--- src/frml_pkg.sv ---
// ----------------------------------------------------------------------------
// frml_pkg
// Shared widths, constants, opcodes and controller/datapath interface types.
// ----------------------------------------------------------------------------
package frml_pkg;

  localparam int WIN       = 10;
  localparam int SLOT_W    = (WIN > 1) ? $clog2(WIN) : 1;
  localparam int CNT_W     = $clog2(WIN + 1);

  localparam int ELAPSED_W = 32;
  localparam int FREQ_W    = 32;
  localparam int FPS_W     = 10;
  localparam int FT_W      = 24;
  localparam int DELAY_W   = 10;
  localparam int RATE_W    = 26;
  localparam int SUM_W     = FT_W + CNT_W;

  localparam int SCALE_W   = 18;
  localparam int TGT_W     = 18;
  localparam int PROD_W    = ELAPSED_W + SCALE_W;
  localparam int RNUM_W    = $clog2(longint'(65536000) * WIN + 1);

  localparam logic [SCALE_W-1:0] TICK_SCALE   = 18'd256000;
  localparam logic [FT_W-1:0]    FT_MAX       = '1;
  localparam logic [RATE_W-1:0]  RATE_MAX     = 26'd65536000;
  localparam logic [RATE_W-1:0]  RATE_DEFAULT = 26'd15360;

  // shared divider
  localparam int DIV_W     = 32;
  localparam int DIV_LO_W  = 26;
  localparam int DIV_CNT_W = 5;
  localparam logic [DIV_CNT_W-1:0] MEAS_STEPS = 5'd24;
  localparam logic [DIV_CNT_W-1:0] TGT_STEPS  = 5'd18;
  localparam logic [DIV_CNT_W-1:0] RATE_STEPS = 5'd26;

  localparam logic [1:0] OP_MEAS = 2'd0;
  localparam logic [1:0] OP_TGT  = 2'd1;
  localparam logic [1:0] OP_RATE = 2'd2;

  // configuration port
  localparam int CFG_ADDR_W = 3;
  localparam int CFG_DATA_W = 32;
  localparam logic REG_FREQ = 1'b0;
  localparam logic REG_FPS  = 1'b1;
  localparam logic [FREQ_W-1:0] FREQ_RST = 32'd1000000;
  localparam logic [FPS_W-1:0]  FPS_RST  = 10'd60;

  typedef struct packed {
    logic       load;
    logic       meas_sat;
    logic       div_start;
    logic [1:0] div_op;
    logic       meas_store;
    logic       tgt_store;
    logic       update;
    logic       rate_default;
    logic       rate_sat;
    logic       rate_store;
    logic       out_load;
  } frml_cmd_t;

  typedef struct packed {
    logic meas_ovf;
    logic div_done;
    logic sum_zero;
    logic rate_ovf;
    logic out_free;
  } frml_stat_t;

endpackage

--- src/frame_rate_meter_limiter_core.sv ---
// ----------------------------------------------------------------------------
// frame_rate_meter_limiter_core
// Frame-end events in, per-frame delay request, recorded frame time and
// windowed frame rate out.
// ----------------------------------------------------------------------------
// Each request carries the counter ticks since the previous frame end and
// yields one result: the whole milliseconds to wait, the recorded frame time
// in 1/256 ms and the frame rate averaged over the last ten samples in 1/256
// fps. A shared one-bit-per-cycle divider produces the measured time (24
// steps), the target period (18 steps) and the average rate (26 steps); the
// measured-time or rate division is skipped when it would saturate, and the
// rate division also when the window sum is zero. One request is in flight
// at a time; the next is taken while the previous result still waits in the
// output register.
// Configuration: counter frequency at 0x0, frame rate cap at 0x4.
module frame_rate_meter_limiter_core (
  input  logic                               clk,
  input  logic                               rst_n,
  input  logic                               in_valid,
  output logic                               in_stall,
  input  logic [frml_pkg::ELAPSED_W-1:0]     in_frame_elapsed,
  output logic                               out_valid,
  input  logic                               out_stall,
  output logic [frml_pkg::DELAY_W-1:0]       out_delay_ms,
  output logic [frml_pkg::FT_W-1:0]          out_frame_time,
  output logic [frml_pkg::RATE_W-1:0]        out_frame_rate,
  input  logic                               cfg_psel,
  input  logic                               cfg_penable,
  input  logic                               cfg_pwrite,
  input  logic [frml_pkg::CFG_ADDR_W-1:0]    cfg_paddr,
  input  logic [frml_pkg::CFG_DATA_W-1:0]    cfg_pwdata,
  output logic [frml_pkg::CFG_DATA_W-1:0]    cfg_prdata,
  output logic                               cfg_pready
);

  frml_pkg::frml_cmd_t           cmd;
  frml_pkg::frml_stat_t          stat;
  logic [frml_pkg::FREQ_W-1:0]   counter_freq;
  logic [frml_pkg::FPS_W-1:0]    max_fps;

  frml_cfg u_cfg (
    .clk          (clk),
    .rst_n        (rst_n),
    .cfg_psel     (cfg_psel),
    .cfg_penable  (cfg_penable),
    .cfg_pwrite   (cfg_pwrite),
    .cfg_paddr    (cfg_paddr),
    .cfg_pwdata   (cfg_pwdata),
    .cfg_prdata   (cfg_prdata),
    .cfg_pready   (cfg_pready),
    .counter_freq (counter_freq),
    .max_fps      (max_fps)
  );

  frml_ctrl u_ctrl (
    .clk      (clk),
    .rst_n    (rst_n),
    .in_valid (in_valid),
    .in_stall (in_stall),
    .stat     (stat),
    .cmd      (cmd)
  );

  frml_dp u_dp (
    .clk              (clk),
    .rst_n            (rst_n),
    .cmd              (cmd),
    .stat             (stat),
    .counter_freq     (counter_freq),
    .max_fps          (max_fps),
    .in_frame_elapsed (in_frame_elapsed),
    .out_valid        (out_valid),
    .out_stall        (out_stall),
    .out_delay_ms     (out_delay_ms),
    .out_frame_time   (out_frame_time),
    .out_frame_rate   (out_frame_rate)
  );

endmodule

--- src/frml_cfg.sv ---
// ----------------------------------------------------------------------------
// frml_cfg
// Configuration registers behind the APB-style port.
// ----------------------------------------------------------------------------
module frml_cfg (
  input  logic                               clk,
  input  logic                               rst_n,
  input  logic                               cfg_psel,
  input  logic                               cfg_penable,
  input  logic                               cfg_pwrite,
  input  logic [frml_pkg::CFG_ADDR_W-1:0]    cfg_paddr,
  input  logic [frml_pkg::CFG_DATA_W-1:0]    cfg_pwdata,
  output logic [frml_pkg::CFG_DATA_W-1:0]    cfg_prdata,
  output logic                               cfg_pready,
  output logic [frml_pkg::FREQ_W-1:0]        counter_freq,
  output logic [frml_pkg::FPS_W-1:0]         max_fps
);

  logic [frml_pkg::FREQ_W-1:0] freq_r;
  logic [frml_pkg::FPS_W-1:0]  fps_r;
  logic                        wr_en;
  logic                        reg_sel;

  assign cfg_pready = 1'b1;
  assign wr_en      = cfg_psel && cfg_penable && cfg_pwrite;
  assign reg_sel    = cfg_paddr[2];

  always_ff @(posedge clk) begin
    if (!rst_n) begin
      freq_r <= frml_pkg::FREQ_RST;
      fps_r  <= frml_pkg::FPS_RST;
    end else if (wr_en) begin
      unique case (reg_sel)
        frml_pkg::REG_FREQ: freq_r <= cfg_pwdata;
        frml_pkg::REG_FPS:  fps_r  <= cfg_pwdata[frml_pkg::FPS_W-1:0];
        default:            freq_r <= freq_r;
      endcase
    end
  end

  always_comb begin
    unique case (reg_sel)
      frml_pkg::REG_FREQ: cfg_prdata = freq_r;
      frml_pkg::REG_FPS:  cfg_prdata = frml_pkg::CFG_DATA_W'(fps_r);
      default:            cfg_prdata = '0;
    endcase
  end

  assign counter_freq = freq_r;
  assign max_fps      = fps_r;

endmodule

--- src/frml_div.sv ---
// ----------------------------------------------------------------------------
// frml_div
// Restoring divider, one quotient bit per cycle. The caller loads the
// partial remainder (already below the divisor) and the remaining dividend
// bits left-aligned, plus the number of quotient bits to produce.
// ----------------------------------------------------------------------------
module frml_div (
  input  logic                              clk,
  input  logic                              rst_n,
  input  logic                              start,
  input  logic [frml_pkg::DIV_W-1:0]        rem_init,
  input  logic [frml_pkg::DIV_LO_W-1:0]     lo_init,
  input  logic [frml_pkg::DIV_W-1:0]        den,
  input  logic [frml_pkg::DIV_CNT_W-1:0]    steps,
  output logic                              done,
  output logic [frml_pkg::DIV_LO_W-1:0]     quot
);

  logic                              busy_r, busy_nxt;
  logic                              done_r, done_nxt;
  logic [frml_pkg::DIV_CNT_W-1:0]    cnt_r, cnt_nxt;
  logic [frml_pkg::DIV_W-1:0]        rem_r, rem_nxt;
  logic [frml_pkg::DIV_LO_W-1:0]     lo_r, lo_nxt;
  logic [frml_pkg::DIV_W-1:0]        den_r, den_nxt;
  logic [frml_pkg::DIV_LO_W-1:0]     q_r, q_nxt;
  logic [frml_pkg::DIV_W:0]          trial;
  logic [frml_pkg::DIV_W:0]          diff;
  logic                              ge;

  assign trial = {rem_r, lo_r[frml_pkg::DIV_LO_W-1]};
  assign diff  = trial - {1'b0, den_r};
  assign ge    = trial >= {1'b0, den_r};

  always_comb begin
    busy_nxt = busy_r;
    done_nxt = 1'b0;
    cnt_nxt  = cnt_r;
    rem_nxt  = rem_r;
    lo_nxt   = lo_r;
    den_nxt  = den_r;
    q_nxt    = q_r;
    if (start) begin
      busy_nxt = 1'b1;
      cnt_nxt  = steps;
      rem_nxt  = rem_init;
      lo_nxt   = lo_init;
      den_nxt  = den;
      q_nxt    = '0;
    end else if (busy_r) begin
      rem_nxt = ge ? diff[frml_pkg::DIV_W-1:0] : trial[frml_pkg::DIV_W-1:0];
      lo_nxt  = {lo_r[frml_pkg::DIV_LO_W-2:0], 1'b0};
      q_nxt   = {q_r[frml_pkg::DIV_LO_W-2:0], ge};
      cnt_nxt = cnt_r - 1'b1;
      if (cnt_r == frml_pkg::DIV_CNT_W'(1)) begin
        busy_nxt = 1'b0;
        done_nxt = 1'b1;
      end
    end
  end

  always_ff @(posedge clk) begin
    if (!rst_n) begin
      busy_r <= 1'b0;
      done_r <= 1'b0;
      cnt_r  <= '0;
    end else begin
      busy_r <= busy_nxt;
      done_r <= done_nxt;
      cnt_r  <= cnt_nxt;
    end
  end

  always_ff @(posedge clk) begin
    rem_r <= rem_nxt;
    lo_r  <= lo_nxt;
    den_r <= den_nxt;
    q_r   <= q_nxt;
  end

  assign done = done_r;
  assign quot = q_r;

endmodule

--- src/frml_ctrl.sv ---
// ----------------------------------------------------------------------------
// frml_ctrl
// Sequencer: measured time, target period, window update, average rate,
// result hand-off.
// ----------------------------------------------------------------------------
module frml_ctrl (
  input  logic                  clk,
  input  logic                  rst_n,
  input  logic                  in_valid,
  output logic                  in_stall,
  input  frml_pkg::frml_stat_t  stat,
  output frml_pkg::frml_cmd_t   cmd
);

  localparam logic [3:0] S_IDLE   = 4'd0;
  localparam logic [3:0] S_MSTART = 4'd1;
  localparam logic [3:0] S_MWAIT  = 4'd2;
  localparam logic [3:0] S_TSTART = 4'd3;
  localparam logic [3:0] S_TWAIT  = 4'd4;
  localparam logic [3:0] S_UPD    = 4'd5;
  localparam logic [3:0] S_RSTART = 4'd6;
  localparam logic [3:0] S_RWAIT  = 4'd7;
  localparam logic [3:0] S_OUT    = 4'd8;

  logic [3:0] state_r, state_nxt;

  always_comb begin
    state_nxt = state_r;
    cmd       = '0;
    in_stall  = 1'b1;
    unique case (state_r)
      S_IDLE: begin
        in_stall = 1'b0;
        if (in_valid) begin
          cmd.load  = 1'b1;
          state_nxt = S_MSTART;
        end
      end
      S_MSTART: begin
        if (stat.meas_ovf) begin
          cmd.meas_sat = 1'b1;
          state_nxt    = S_TSTART;
        end else begin
          cmd.div_start = 1'b1;
          cmd.div_op    = frml_pkg::OP_MEAS;
          state_nxt     = S_MWAIT;
        end
      end
      S_MWAIT: begin
        if (stat.div_done) begin
          cmd.meas_store = 1'b1;
          state_nxt      = S_TSTART;
        end
      end
      S_TSTART: begin
        cmd.div_start = 1'b1;
        cmd.div_op    = frml_pkg::OP_TGT;
        state_nxt     = S_TWAIT;
      end
      S_TWAIT: begin
        if (stat.div_done) begin
          cmd.tgt_store = 1'b1;
          state_nxt     = S_UPD;
        end
      end
      S_UPD: begin
        cmd.update = 1'b1;
        state_nxt  = S_RSTART;
      end
      S_RSTART: begin
        priority if (stat.sum_zero) begin
          cmd.rate_default = 1'b1;
          state_nxt        = S_OUT;
        end else if (stat.rate_ovf) begin
          cmd.rate_sat = 1'b1;
          state_nxt    = S_OUT;
        end else begin
          cmd.div_start = 1'b1;
          cmd.div_op    = frml_pkg::OP_RATE;
          state_nxt     = S_RWAIT;
        end
      end
      S_RWAIT: begin
        if (stat.div_done) begin
          cmd.rate_store = 1'b1;
          state_nxt      = S_OUT;
        end
      end
      S_OUT: begin
        if (stat.out_free) begin
          cmd.out_load = 1'b1;
          state_nxt    = S_IDLE;
        end
      end
      default: state_nxt = S_IDLE;
    endcase
  end

  always_ff @(posedge clk) begin
    if (!rst_n) begin
      state_r <= S_IDLE;
    end else begin
      state_r <= state_nxt;
    end
  end

endmodule

--- src/frml_dp.sv ---
// ----------------------------------------------------------------------------
// frml_dp
// Datapath: tick scaling, shared divider, delay and sample, sample window,
// rate and the output register.
// ----------------------------------------------------------------------------
module frml_dp (
  input  logic                              clk,
  input  logic                              rst_n,
  input  frml_pkg::frml_cmd_t               cmd,
  output frml_pkg::frml_stat_t              stat,
  input  logic [frml_pkg::FREQ_W-1:0]       counter_freq,
  input  logic [frml_pkg::FPS_W-1:0]        max_fps,
  input  logic [frml_pkg::ELAPSED_W-1:0]    in_frame_elapsed,
  output logic                              out_valid,
  input  logic                              out_stall,
  output logic [frml_pkg::DELAY_W-1:0]      out_delay_ms,
  output logic [frml_pkg::FT_W-1:0]         out_frame_time,
  output logic [frml_pkg::RATE_W-1:0]       out_frame_rate
);

  localparam int RCMP_W = frml_pkg::SUM_W + frml_pkg::RATE_W;
  localparam int MCMP_W = frml_pkg::FREQ_W + frml_pkg::FT_W;
  localparam int RX_W   = frml_pkg::DIV_W + frml_pkg::DIV_LO_W;

  logic [frml_pkg::PROD_W-1:0]    prod_r;
  logic [frml_pkg::FT_W-1:0]      meas_r;
  logic [frml_pkg::TGT_W-1:0]     tgt_r;
  logic [frml_pkg::DELAY_W-1:0]   delay_r;
  logic [frml_pkg::FT_W-1:0]      sample_r;
  logic [frml_pkg::RATE_W-1:0]    rate_r;
  logic [frml_pkg::RNUM_W-1:0]    rnum_r;
  logic [frml_pkg::FT_W-1:0]      ring_r [frml_pkg::WIN];
  logic [frml_pkg::FT_W-1:0]      old_r;
  logic [frml_pkg::SLOT_W-1:0]    slot_r, slot_nxt;
  logic [frml_pkg::CNT_W-1:0]     filled_r, filled_nxt;
  logic [frml_pkg::SUM_W-1:0]     sum_r, sum_nxt;
  logic                           out_valid_r;
  logic [frml_pkg::DELAY_W-1:0]   out_delay_r;
  logic [frml_pkg::FT_W-1:0]      out_ft_r;
  logic [frml_pkg::RATE_W-1:0]    out_rate_r;

  logic [frml_pkg::FREQ_W-1:0]    freq_eff;
  logic [frml_pkg::FPS_W-1:0]     fps_eff;
  logic [frml_pkg::PROD_W-1:0]    prod_nxt;
  logic                           short_frame;
  logic [frml_pkg::TGT_W-1:0]     gap;
  logic [frml_pkg::DELAY_W-1:0]   delay_nxt;
  logic [frml_pkg::FT_W-1:0]      sample_nxt;
  logic                           full;
  logic [frml_pkg::FT_W-1:0]      old_sample;
  logic [frml_pkg::RNUM_W-1:0]    rnum_nxt;
  logic [RX_W-1:0]                rnum_ext;
  logic [frml_pkg::RATE_W-1:0]    rate_q;

  logic                           div_done;
  logic [frml_pkg::DIV_LO_W-1:0]  div_quot;
  logic [frml_pkg::DIV_W-1:0]     div_rem0;
  logic [frml_pkg::DIV_LO_W-1:0]  div_lo0;
  logic [frml_pkg::DIV_W-1:0]     div_den;
  logic [frml_pkg::DIV_CNT_W-1:0] div_steps;

  assign freq_eff = (counter_freq == '0) ? frml_pkg::FREQ_W'(1) : counter_freq;
  assign fps_eff  = (max_fps == '0) ? frml_pkg::FPS_W'(1) : max_fps;
  assign prod_nxt = frml_pkg::PROD_W'(in_frame_elapsed) *
                    frml_pkg::PROD_W'(frml_pkg::TICK_SCALE);
  assign rnum_ext = RX_W'(rnum_r);

  always_comb begin
    unique case (cmd.div_op)
      frml_pkg::OP_MEAS: begin
        div_rem0  = frml_pkg::DIV_W'(prod_r[frml_pkg::PROD_W-1:frml_pkg::FT_W]);
        div_lo0   = {prod_r[frml_pkg::FT_W-1:0],
                     (frml_pkg::DIV_LO_W - frml_pkg::FT_W)'(0)};
        div_den   = freq_eff;
        div_steps = frml_pkg::MEAS_STEPS;
      end
      frml_pkg::OP_TGT: begin
        div_rem0  = '0;
        div_lo0   = {frml_pkg::TICK_SCALE,
                     (frml_pkg::DIV_LO_W - frml_pkg::SCALE_W)'(0)};
        div_den   = frml_pkg::DIV_W'(fps_eff);
        div_steps = frml_pkg::TGT_STEPS;
      end
      frml_pkg::OP_RATE: begin
        div_rem0  = rnum_ext[RX_W-1:frml_pkg::DIV_LO_W];
        div_lo0   = rnum_ext[frml_pkg::DIV_LO_W-1:0];
        div_den   = frml_pkg::DIV_W'(sum_r);
        div_steps = frml_pkg::RATE_STEPS;
      end
      default: begin
        div_rem0  = '0;
        div_lo0   = '0;
        div_den   = frml_pkg::DIV_W'(1);
        div_steps = frml_pkg::DIV_CNT_W'(1);
      end
    endcase
  end

  frml_div u_div (
    .clk      (clk),
    .rst_n    (rst_n),
    .start    (cmd.div_start),
    .rem_init (div_rem0),
    .lo_init  (div_lo0),
    .den      (div_den),
    .steps    (div_steps),
    .done     (div_done),
    .quot     (div_quot)
  );

  // delay and recorded sample
  assign short_frame = frml_pkg::FT_W'(tgt_r) > meas_r;
  assign gap         = tgt_r - meas_r[frml_pkg::TGT_W-1:0];
  assign delay_nxt   = short_frame ? gap[frml_pkg::TGT_W-1:8] : '0;
  assign sample_nxt  = short_frame ?
                       meas_r + frml_pkg::FT_W'({gap[frml_pkg::TGT_W-1:8], 8'd0}) :
                       meas_r;

  // window bookkeeping
  assign full       = filled_r == frml_pkg::CNT_W'(frml_pkg::WIN);
  assign old_sample = full ? old_r : '0;
  assign sum_nxt    = sum_r - frml_pkg::SUM_W'(old_sample) +
                      frml_pkg::SUM_W'(sample_nxt);
  assign filled_nxt = full ? filled_r : filled_r + 1'b1;
  assign slot_nxt   = (slot_r == frml_pkg::SLOT_W'(frml_pkg::WIN - 1)) ?
                      '0 : slot_r + 1'b1;
  assign rnum_nxt   = frml_pkg::RNUM_W'(frml_pkg::RNUM_W'(frml_pkg::RATE_MAX) *
                                        frml_pkg::RNUM_W'(filled_nxt));

  assign rate_q = (div_quot > frml_pkg::RATE_MAX) ? frml_pkg::RATE_MAX : div_quot;

  assign stat.meas_ovf = MCMP_W'(prod_r) >= {freq_eff, frml_pkg::FT_W'(0)};
  assign stat.div_done = div_done;
  assign stat.sum_zero = sum_r == '0;
  assign stat.rate_ovf = RCMP_W'(rnum_r) >= {sum_r, frml_pkg::RATE_W'(0)};
  assign stat.out_free = !out_valid_r || !out_stall;

  always_ff @(posedge clk) begin
    if (!rst_n) begin
      slot_r      <= '0;
      filled_r    <= '0;
      sum_r       <= '0;
      out_valid_r <= 1'b0;
    end else begin
      if (cmd.update) begin
        slot_r   <= slot_nxt;
        filled_r <= filled_nxt;
        sum_r    <= sum_nxt;
      end
      if (cmd.out_load) begin
        out_valid_r <= 1'b1;
      end else if (!out_stall) begin
        out_valid_r <= 1'b0;
      end
    end
  end

  always_ff @(posedge clk) begin
    if (cmd.load) begin
      prod_r <= prod_nxt;
      old_r  <= ring_r[slot_r];
    end
    if (cmd.meas_sat) begin
      meas_r <= frml_pkg::FT_MAX;
    end else if (cmd.meas_store) begin
      meas_r <= div_quot[frml_pkg::FT_W-1:0];
    end
    if (cmd.tgt_store) begin
      tgt_r <= div_quot[frml_pkg::TGT_W-1:0];
    end
    if (cmd.update) begin
      delay_r        <= delay_nxt;
      sample_r       <= sample_nxt;
      rnum_r         <= rnum_nxt;
      ring_r[slot_r] <= sample_nxt;
    end
    if (cmd.rate_default) begin
      rate_r <= frml_pkg::RATE_DEFAULT;
    end else if (cmd.rate_sat) begin
      rate_r <= frml_pkg::RATE_MAX;
    end else if (cmd.rate_store) begin
      rate_r <= rate_q;
    end
    if (cmd.out_load) begin
      out_delay_r <= delay_r;
      out_ft_r    <= sample_r;
      out_rate_r  <= rate_r;
    end
  end

  assign out_valid      = out_valid_r;
  assign out_delay_ms   = out_delay_r;
  assign out_frame_time = out_ft_r;
  assign out_frame_rate = out_rate_r;

endmodule

--- config.mk ---
export PLATFORM = sky130hd
export DESIGN_NAME = frame_rate_meter_limiter_core
export DESIGN_NICKNAME = d
export VERILOG_FILES = /design/src/frml_pkg.sv /design/src/frame_rate_meter_limiter_core.sv /design/src/frml_cfg.sv /design/src/frml_div.sv /design/src/frml_ctrl.sv /design/src/frml_dp.sv
export SDC_FILE = /design/constraint.sdc
export NUM_CORES = 1
export LEC_CHECK = 0
export CAP_MARGIN = 20
export CORE_MARGIN = 2
export CORE_UTILIZATION = 40
export CTS_CLUSTER_DIAMETER = 100
export DETAILED_ROUTE_END_ITERATION = 6
export DONT_BUFFER_PORTS = 1
export PLACE_DENSITY_LB_ADDON = 0.12
export SLEW_MARGIN = 20
export SYNTH_ARGS = -nofsm -noshare
export SYNTH_HDL_FRONTEND = slang
export SYNTH_SLANG_ARGS = --single-unit
--- constraint.sdc ---
create_clock -name clk -period 7.6 [get_ports clk]
set_input_delay 0.76 -clock clk [delete_from_list [all_inputs] [get_ports clk]]
set_output_delay 0.76 -clock clk [all_outputs]
set_load 0.01 [all_outputs]
==> results.json, run 1 <==
{
  "status": "completed",
  "grt_pass1_vias": 23800,
  "final_common_cell": "edfxtp_1",
  "dp_hpwl_mm": 71.4,
  "cp_max_fo": 12,
  "slowest_stage": "fa_1",
  "finClkSkew_ns": 0.0271,
  "dieHeight_um": 306,
  "wl_per_cell_um": 23.3,
  "syn_area_per_cell_um2": 12.1,
  "drtPass1Iterations": 7,
  "slew_headroom_pct": 30.0,
  "finalCritPeriodShare_pct": 92.1,
  "antenna_cells": 0,
  "final_max_slew_viol_count": 0,
  "clock.fmax_mhz": 143,
  "drv_cap": 0,
  "cp.required_ns": 8.17,
  "clockRootBuffer": "clkbuf_16",
  "mostFrequentLayoutCells": "edfxtp_1, nand2_1, ha_1, inv_1, a21oi_1",
  "max-vdd-ir-drop_mv": 0.178,
  "grt_pass1_wl_mm": 150,
  "startpoint_type": "flop",
  "r2r-end": "u_dp.sum_r[23]",
  "power.total_mw": 13.6,
  "synth_nets": 3456,
  "nFillCells": 8200,
  "clock_path_buffers": 3,
  "drive_gt1_share_pct": 8.61,
  "grtUsageTotal_pct": 21.3,
  "synth_cell_types": 85,
  "synth_ff_type": "edfxtp_1",
  "synth_area_um2": 36400,
  "areaGrowthSynthToFinish_pct": 10.7,
  "worstRegToRegCells": 33,
  "hold_class": "in2reg",
  "die_w_um": 306,
  "ctsHoldBuffers": 0,
  "syn-instance-count": 3003,
  "period_minus_slack_ns": 7.00,
  "powerDensity_nw_per_um2": 337,
  "setup_viol": 0,
  "core-area_um2": 90000,
  "hold_path_depth": 0,
  "reg2reg_from": "u_dp.meas_r[1]",
  "postRouteAntennaNets": 0,
  "worstSetupEndpointType": "flop",
  "rsz0062_at_grt": "false",
  "antenna_found_initial": 6,
  "worstMarginPinSlew_ns": 1.05,
  "overflow": 0,
  "ys_seq_area_share_pct": 50.7,
  "path_clk_slew_ns": 0.06,
  "drcViolationCount": 0,
  "start_util_pct": 40.4,
  "io_pins": 169,
  "grt_start_max_net_pins": 85,
  "synth_edf_count": 503,
  "insertion_delay_ns": 0.66,
  "synth-async-reset-ratio_pct": 0,
  "power_leakage_nw": 14.2,
  "dp_slack_ns": 0.647,
  "final_nets": 3448,
  "final_hold_viol_count": 0,
  "tns_ns": 0,
  "vias": 23500,
  "cts_tree": "yes",
  "cts.sinks": 669,
  "holdPathEnd": "u_dp.prod_r[11]",
  "wl_mm": 98.8,
  "fin_util_pct": 44.7,
  "synth_warnings": 0,
  "dieArea_um2": 93300,
  "fin_ws_ns": 0.600,
  "synth-seq-cells": 669,
  "layoutNonFillerInstCount": 4232,
  "via_per_inst": 5.56,
  "ff2ff_setup_slack_ns": 0.60,
  "gp_congestion": 0.912,
  "cp.arrival_ns": 7.57,
  "row_count": 110,
  "hold_start": "in_frame_elapsed[0]",
  "critical_path_class": "reg2reg",
  "io_buffers": 0,
  "drt_iter0_markers": 1799,
  "cts_buffers": 77,
  "slowest_delay_ns": 0.54,
  "placed_cells": 4092,
  "htreeDepth": 3,
  "cp_common_cell": "o21ai_0"
}
## per-layer routing
layer	vias to the layer above	part of all wire, %	global-route usage, %	wire, um
met5	-	0.013	0	13
met4	2	3.4	7.21	3320
met3	165	4.7	3.39	4640
met2	574	45	33.1	44800
met1	11800	47	30.3	46000
li1	11000	-	-	-
## cell usage after synthesis (8+ instances only)
cell	instances	area, um2
a22o_1	22	193
clkbuf_1	103	387
a211o_1	10	87.6
edfxtp_1	503	15100
o211ai_1	42	315
fa_1	151	3020
xnor2_1	64	561
a22oi_1	20	150
nand4_1	21	131
nor2_1	158	593
ha_1	228	2850
and2_1	30	188
nand3_1	68	340
buf_1	10	37.5
inv_1	216	811
nor3_1	25	125
mux4_2	48	1080
o21bai_1	12	90.1
a211oi_1	41	308
nor4_1	31	194
nand2_1	230	863
o21a_1	22	165
buf_2	8	40.0
o21ai_0	111	556
xor2_1	47	412
a31oi_1	12	75.1
nand2b_1	22	138
a222oi_1	9	90.1
o31ai_1	9	67.6
a221oi_1	10	87.6
mux2i_1	78	781
a21oi_1	192	961
and3_1	20	125
dfxtp_1	166	3320
a21o_1	64	480
or3_1	8	50.1
o21ai_1	11	55.1
nor2b_1	60	375
## how the worst max path moves through the flow
stage              startpoint              to  slack (ns)  cells after the start
2_1_floorplan  u_dp.meas_r[1]  u_dp.sum_r[27]        1.24                     29
6_report       u_dp.meas_r[1]  u_dp.sum_r[23]        0.60                     33
3_5_place_dp   u_dp.meas_r[2]  u_dp.sum_r[23]        0.65                     31
5_1_grt        u_dp.meas_r[1]  u_dp.sum_r[23]      0.0004                     33
4_1_cts        u_dp.meas_r[2]  u_dp.sum_r[23]        0.61                     31
3_3_place_gp   u_dp.meas_r[1]  u_dp.sum_r[23]        0.72                     30
## flip-flops by register name, indices dropped and copies added, names as in the netlist, 5 cells and up
| register | count |
|---|---|
| u_dp.u_div.lo_r | 13 |
| u_dp.old_r | 24 |
| u_dp.u_div.den_r | 32 |
| u_dp.u_div.cnt_r | 5 |
| u_dp.tgt_r | 18 |
| u_dp.sum_r | 28 |
| u_dp.u_div.quot | 26 |
| u_cfg.counter_freq | 32 |
| u_dp.out_frame_rate | 26 |
| u_cfg.max_fps | 10 |
| u_dp.prod_r | 39 |
| u_dp.delay_r | 10 |
| u_dp.sample_r | 24 |
| u_dp.meas_r | 24 |
| u_dp.rate_r | 26 |
| u_dp.ring_r | 240 |
| u_dp.rnum_r | 11 |
| u_dp.out_frame_time | 24 |
| u_dp.out_delay_ms | 10 |
| u_dp.u_div.rem_r | 32 |
## final cells by class
type                    instances  area, um2  area share [%]
multi-input cells            1986      16700            41.4
repair buffers                 42        315           0.783
well taps                    1176       1470            3.66
clock inverters                37        377           0.936
inverters                     219        823            2.05
flip-flops and latches        669      18400            45.8
clock buffers                 103       2140            5.31
## kinds of logic (layout without fill, tap and decap cells)
kind of cell    count (synthesis)  count (layout)  synth area share [%]
compound gates                651             651                  11.9
simple gates                  709             709                  9.40
other cells                     1               1                0.0103
flops                         669             669                  50.7
fa+ha+maj                     379             379                  16.2
xor+xnor                      111             111                  2.67
buf+inv                       348             401                  3.75
mux                           135             135                  5.47
## where the power goes
part           internal, mW  switching, mW
Clock                  2.11           1.58
Combinational          2.06           2.84
Sequential             4.58          0.396
Total                  8.75           4.81
## metrics by stage
step | cell area, um2 | hold WS (ns)
final | 40200 | 0.200
after global routing | 40200 | 0.160
after CTS | 40200 | 0.157
after detailed placement | 37700 | 0.405
after global placement | 37700 | 0.401
after floorplan | 36400 | 0.400
## repair_timing
action                     in CTS  in global routing
resized for setup               0                  2
setup endpoints to repair       0                  3
setup buffers                   0                  0
## critical path: cells and delay by family, from the launching register on
kind,cells,cell delay [ns]
AO/OA/AOI/OAI,20,3.90
XOR/XNOR,1,0.17
adder cells (fa/ha/maj),4,1.44
buffers and inverters,3,0.35
flip-flops,1,0.31
multiplexers,1,0.14
AND/OR/NAND/NOR,4,0.57
Power figures use the tool's default switching activity.
==> run 2, diff against run 1 <==
--- a/config.mk
+++ b/config.mk
@@ -7,2 +7,3 @@
 export LEC_CHECK = 0
+export ABC_AREA = 1
 export CAP_MARGIN = 20
@@ -14,2 +15,3 @@
 export PLACE_DENSITY_LB_ADDON = 0.12
+export REMOVE_ABC_BUFFERS = 1
 export SLEW_MARGIN = 20
--- a/constraint.sdc
+++ b/constraint.sdc
@@ -3,2 +3,2 @@
 set_output_delay 0.76 -clock clk [all_outputs]
-set_load 0.01 [all_outputs]
+set_load 0.005 [all_outputs]
==> run 2 against run 1 <==
Clock skew up 0.0091 ns. Global-route usage grew 0.77 points. Final cell count up 22%. Total power grew 19%. Utilization shrank 0.071 points. Die area increased by 3.2%.
==> results.json, run 2 <==
{
  "largest_register_ffs": 240,
  "worstMarginPinSlew_ns": 1.02,
  "fin_area_um2": 41600,
  "nFillCells": 9062,
  "core-area_um2": 93200,
  "powerDensity_nw_per_um2": 387,
  "grt_pass1_wl_mm": 161,
  "cts_resized": 0,
  "dieHeight_um": 310,
  "wl_mm": 105,
  "regMostFlops": "u_dp.ring_r",
  "power_leakage_nw": 17.3,
  "die_w_um": 310,
  "multi_input_area_um2": 16800,
  "status": "completed",
  "vias": 27100,
  "synthTopCellsByCount": "nand2_1, edfxtp_1, inv_1, nor2_1, a21oi_1",
  "worstSetupEndpointType": "flop",
  "synth.most_common_cell": "nand2_1",
  "synthTopCellsByArea": "edfxtp_1, dfxtp_1, fa_1, ha_1, nand2_1",
  "dieArea_um2": 96400,
  "synth_ff_type": "edfxtp_1",
  "postRouteAntennaNets": 0,
  "reg_top3": "u_dp.ring_r x240, u_dp.prod_r x39",
  "slowest_stage": "dfxtp_1",
  "final_max_slew_viol_count": 0,
  "path_clk_slew_ns": 0.06,
  "htreeDepth": 3,
  "fin_ws_ns": 1.24,
  "p_sw_mw": 6.74,
  "cts_tree": "yes",
  "pwr-share-clk_pct": 22.9,
  "period_minus_slack_ns": 6.36,
  "synth-seq-cells": 669,
  "drv_cap": 0,
  "cts_setup_buffers": 0,
  "finalCritPeriodShare_pct": 83.7,
  "cp.arrival_ns": 6.90,
  "dp_slack_ns": 1.20,
  "drive_gt1_share_pct": 5.85,
  "grt_start_max_net_pins": 64,
  "wl_per_cell_um": 20.4,
  "power.total_mw": 16.1,
  "fin_util_pct": 44.6,
  "slowest_delay_ns": 0.62,
  "grt_pass1_vias": 26300,
  "synth_edf_count": 503,
  "mostFrequentLayoutCells": "nand2_1, edfxtp_1, inv_1, nor2_1, a21oi_1",
  "final_common_cell": "nand2_1",
  "critical_path_class": "reg2reg",
  "cts.sinks": 669,
  "yosysTopAreaCell": "edfxtp_1",
  "regArea_um2": 18400,
  "drt_iter0_markers": 2184,
  "cts_buffers": 77,
  "synth_top_area_share_pct": 40.2,
  "power.share.combinational_pct": 44.8,
  "clockRootBuffer": "clkbuf_16",
  "synth-async-reset-ratio_pct": 0,
  "syn-instance-count": 3834,
  "finClkSkew_ns": 0.0362,
  "synth_cell_types": 57,
  "gp_congestion": 0.921,
  "synth_area_um2": 37600,
  "row_count": 112,
  "placed_cells": 5025,
  "hold_slack_ns": 0.213,
  "dp_hpwl_mm": 77.6,
  "drcViolationCount": 0,
  "clock_path_buffers": 3,
  "layoutNonFillerInstCount": 5171,
  "hold_class": "in2reg",
  "intPower_mw": 9.36,
  "final_nets": 4303,
  "io_pins": 169,
  "ctsHoldBuffers": 0,
  "via_per_inst": 5.24,
  "grtUsageTotal_pct": 22.0,
  "insertion_delay_ns": 0.65,
  "start_util_pct": 40.3,
  "cp.required_ns": 8.14,
  "seqPwrFrac_pct": 32.3,
  "setup_viol": 0,
  "placed_area_um2": 39100,
  "final_hold_viol_count": 0,
  "rsz0062_at_grt": "false",
  "tns_ns": 0,
  "max-vdd-ir-drop_mv": 0.261,
  "ys_seq_area_share_pct": 49.1,
  "areaGrowthSynthToFinish_pct": 10.8,
  "drtPass1Iterations": 5,
  "io_buffers": 0,
  "clock.fmax_mhz": 157,
  "cp_max_fo": 13,
  "netSwitchingFraction_pct": 41.8,
  "overflow": 0,
  "synth_warnings": 0,
  "antenna_found_initial": 3,
  "startpoint_type": "flop",
  "slew_headroom_pct": 31.0,
  "syn_area_per_cell_um2": 9.80
}
==> run 2: cell count changes in the layout (fill, tap and decap cells not counted), sizes merged, moves of 44 or more <==
cell / before / now
nand2: 230 / 688
o21ai: 123 / 251
nand3: 68 / 126
inv: 223 / 504
a21o: 64 / 20
xnor2: 64 / 20
mux2i: 78 / 0
nor2b: 60 / 4
nor2: 158 / 354
a22oi: 20 / 112
a21oi: 192 / 244
mux4: 48 / 0
==> run 2: cells by family after synthesis <==
group	share of synthesized area [%]
AO/OA/AOI/OAI	12.6
XOR/XNOR	2.10
adder cells (fa/ha/maj)	15.6
buffers and inverters	6.36
flip-flops	49.1
other	0.00998
AND/OR/NAND/NOR	14.2
==> run 2: metal layers <==
| metal | part of all wire, % | vias to the layer above | wire length [um] | track usage (%) |
|---|---|---|---|---|
| li1 | - | 13200 | - | - |
| met1 | 50 | 13200 | 52200 | 33.5 |
| met2 | 42 | 666 | 44700 | 32.6 |
| met3 | 6.4 | 102 | 6760 | 4.15 |
| met4 | 1.6 | 4 | 1650 | 4.53 |
| met5 | 0.026 | - | 27 | 0 |
==> run 2: final timing paths <==
path	startpoint	end	slack [ns]	cells after the start
worst min register to register	u_dp.sample_r[13]	u_dp.out_frame_time[13]	0.42	0
worst max register to register	u_dp.meas_r[7]	u_dp.sum_r[26]	1.24	32
worst min-delay path	in_frame_elapsed[1]	u_dp.prod_r[12]	0.21	0
worst max-delay path	u_dp.meas_r[7]	u_dp.sum_r[26]	1.24	32
==> run 2: layout make-up <==
cell class                 count  area share, %
antenna                        2         0.0120
clock buffer                 102           5.00
multi-input combinational   2551           40.4
timing repair buffer          47          0.848
tap                         1254           3.77
clock inverter                42           1.07
sequential                   669           44.3
inverter                     504           4.55
==> run 2: power groups by stage <==
stage | logic (mW) | registers, mW | clock network, mW
2_1_floorplan | 5.17 | 5.13 | 0
3_3_place_gp | 7.15 | 5.27 | 0
3_5_place_dp | 7.15 | 5.28 | 0
4_1_cts | 7.20 | 5.20 | 3.76
5_1_grt | 8.22 | 5.25 | 3.89
6_report | 7.22 | 5.20 | 3.68
==> run 2: worst max-delay path: cells and delay by family (launching register included) <==
kind                       cells  cell delay, ns
xor gates and xnor gates       2            0.33
DFF                            1            0.62
adders and majority gates      4            1.63
AOI/OAI and AO/OA             13            2.32
and+or+nand+nor                7            0.65
buffers and inverters          6            0.71
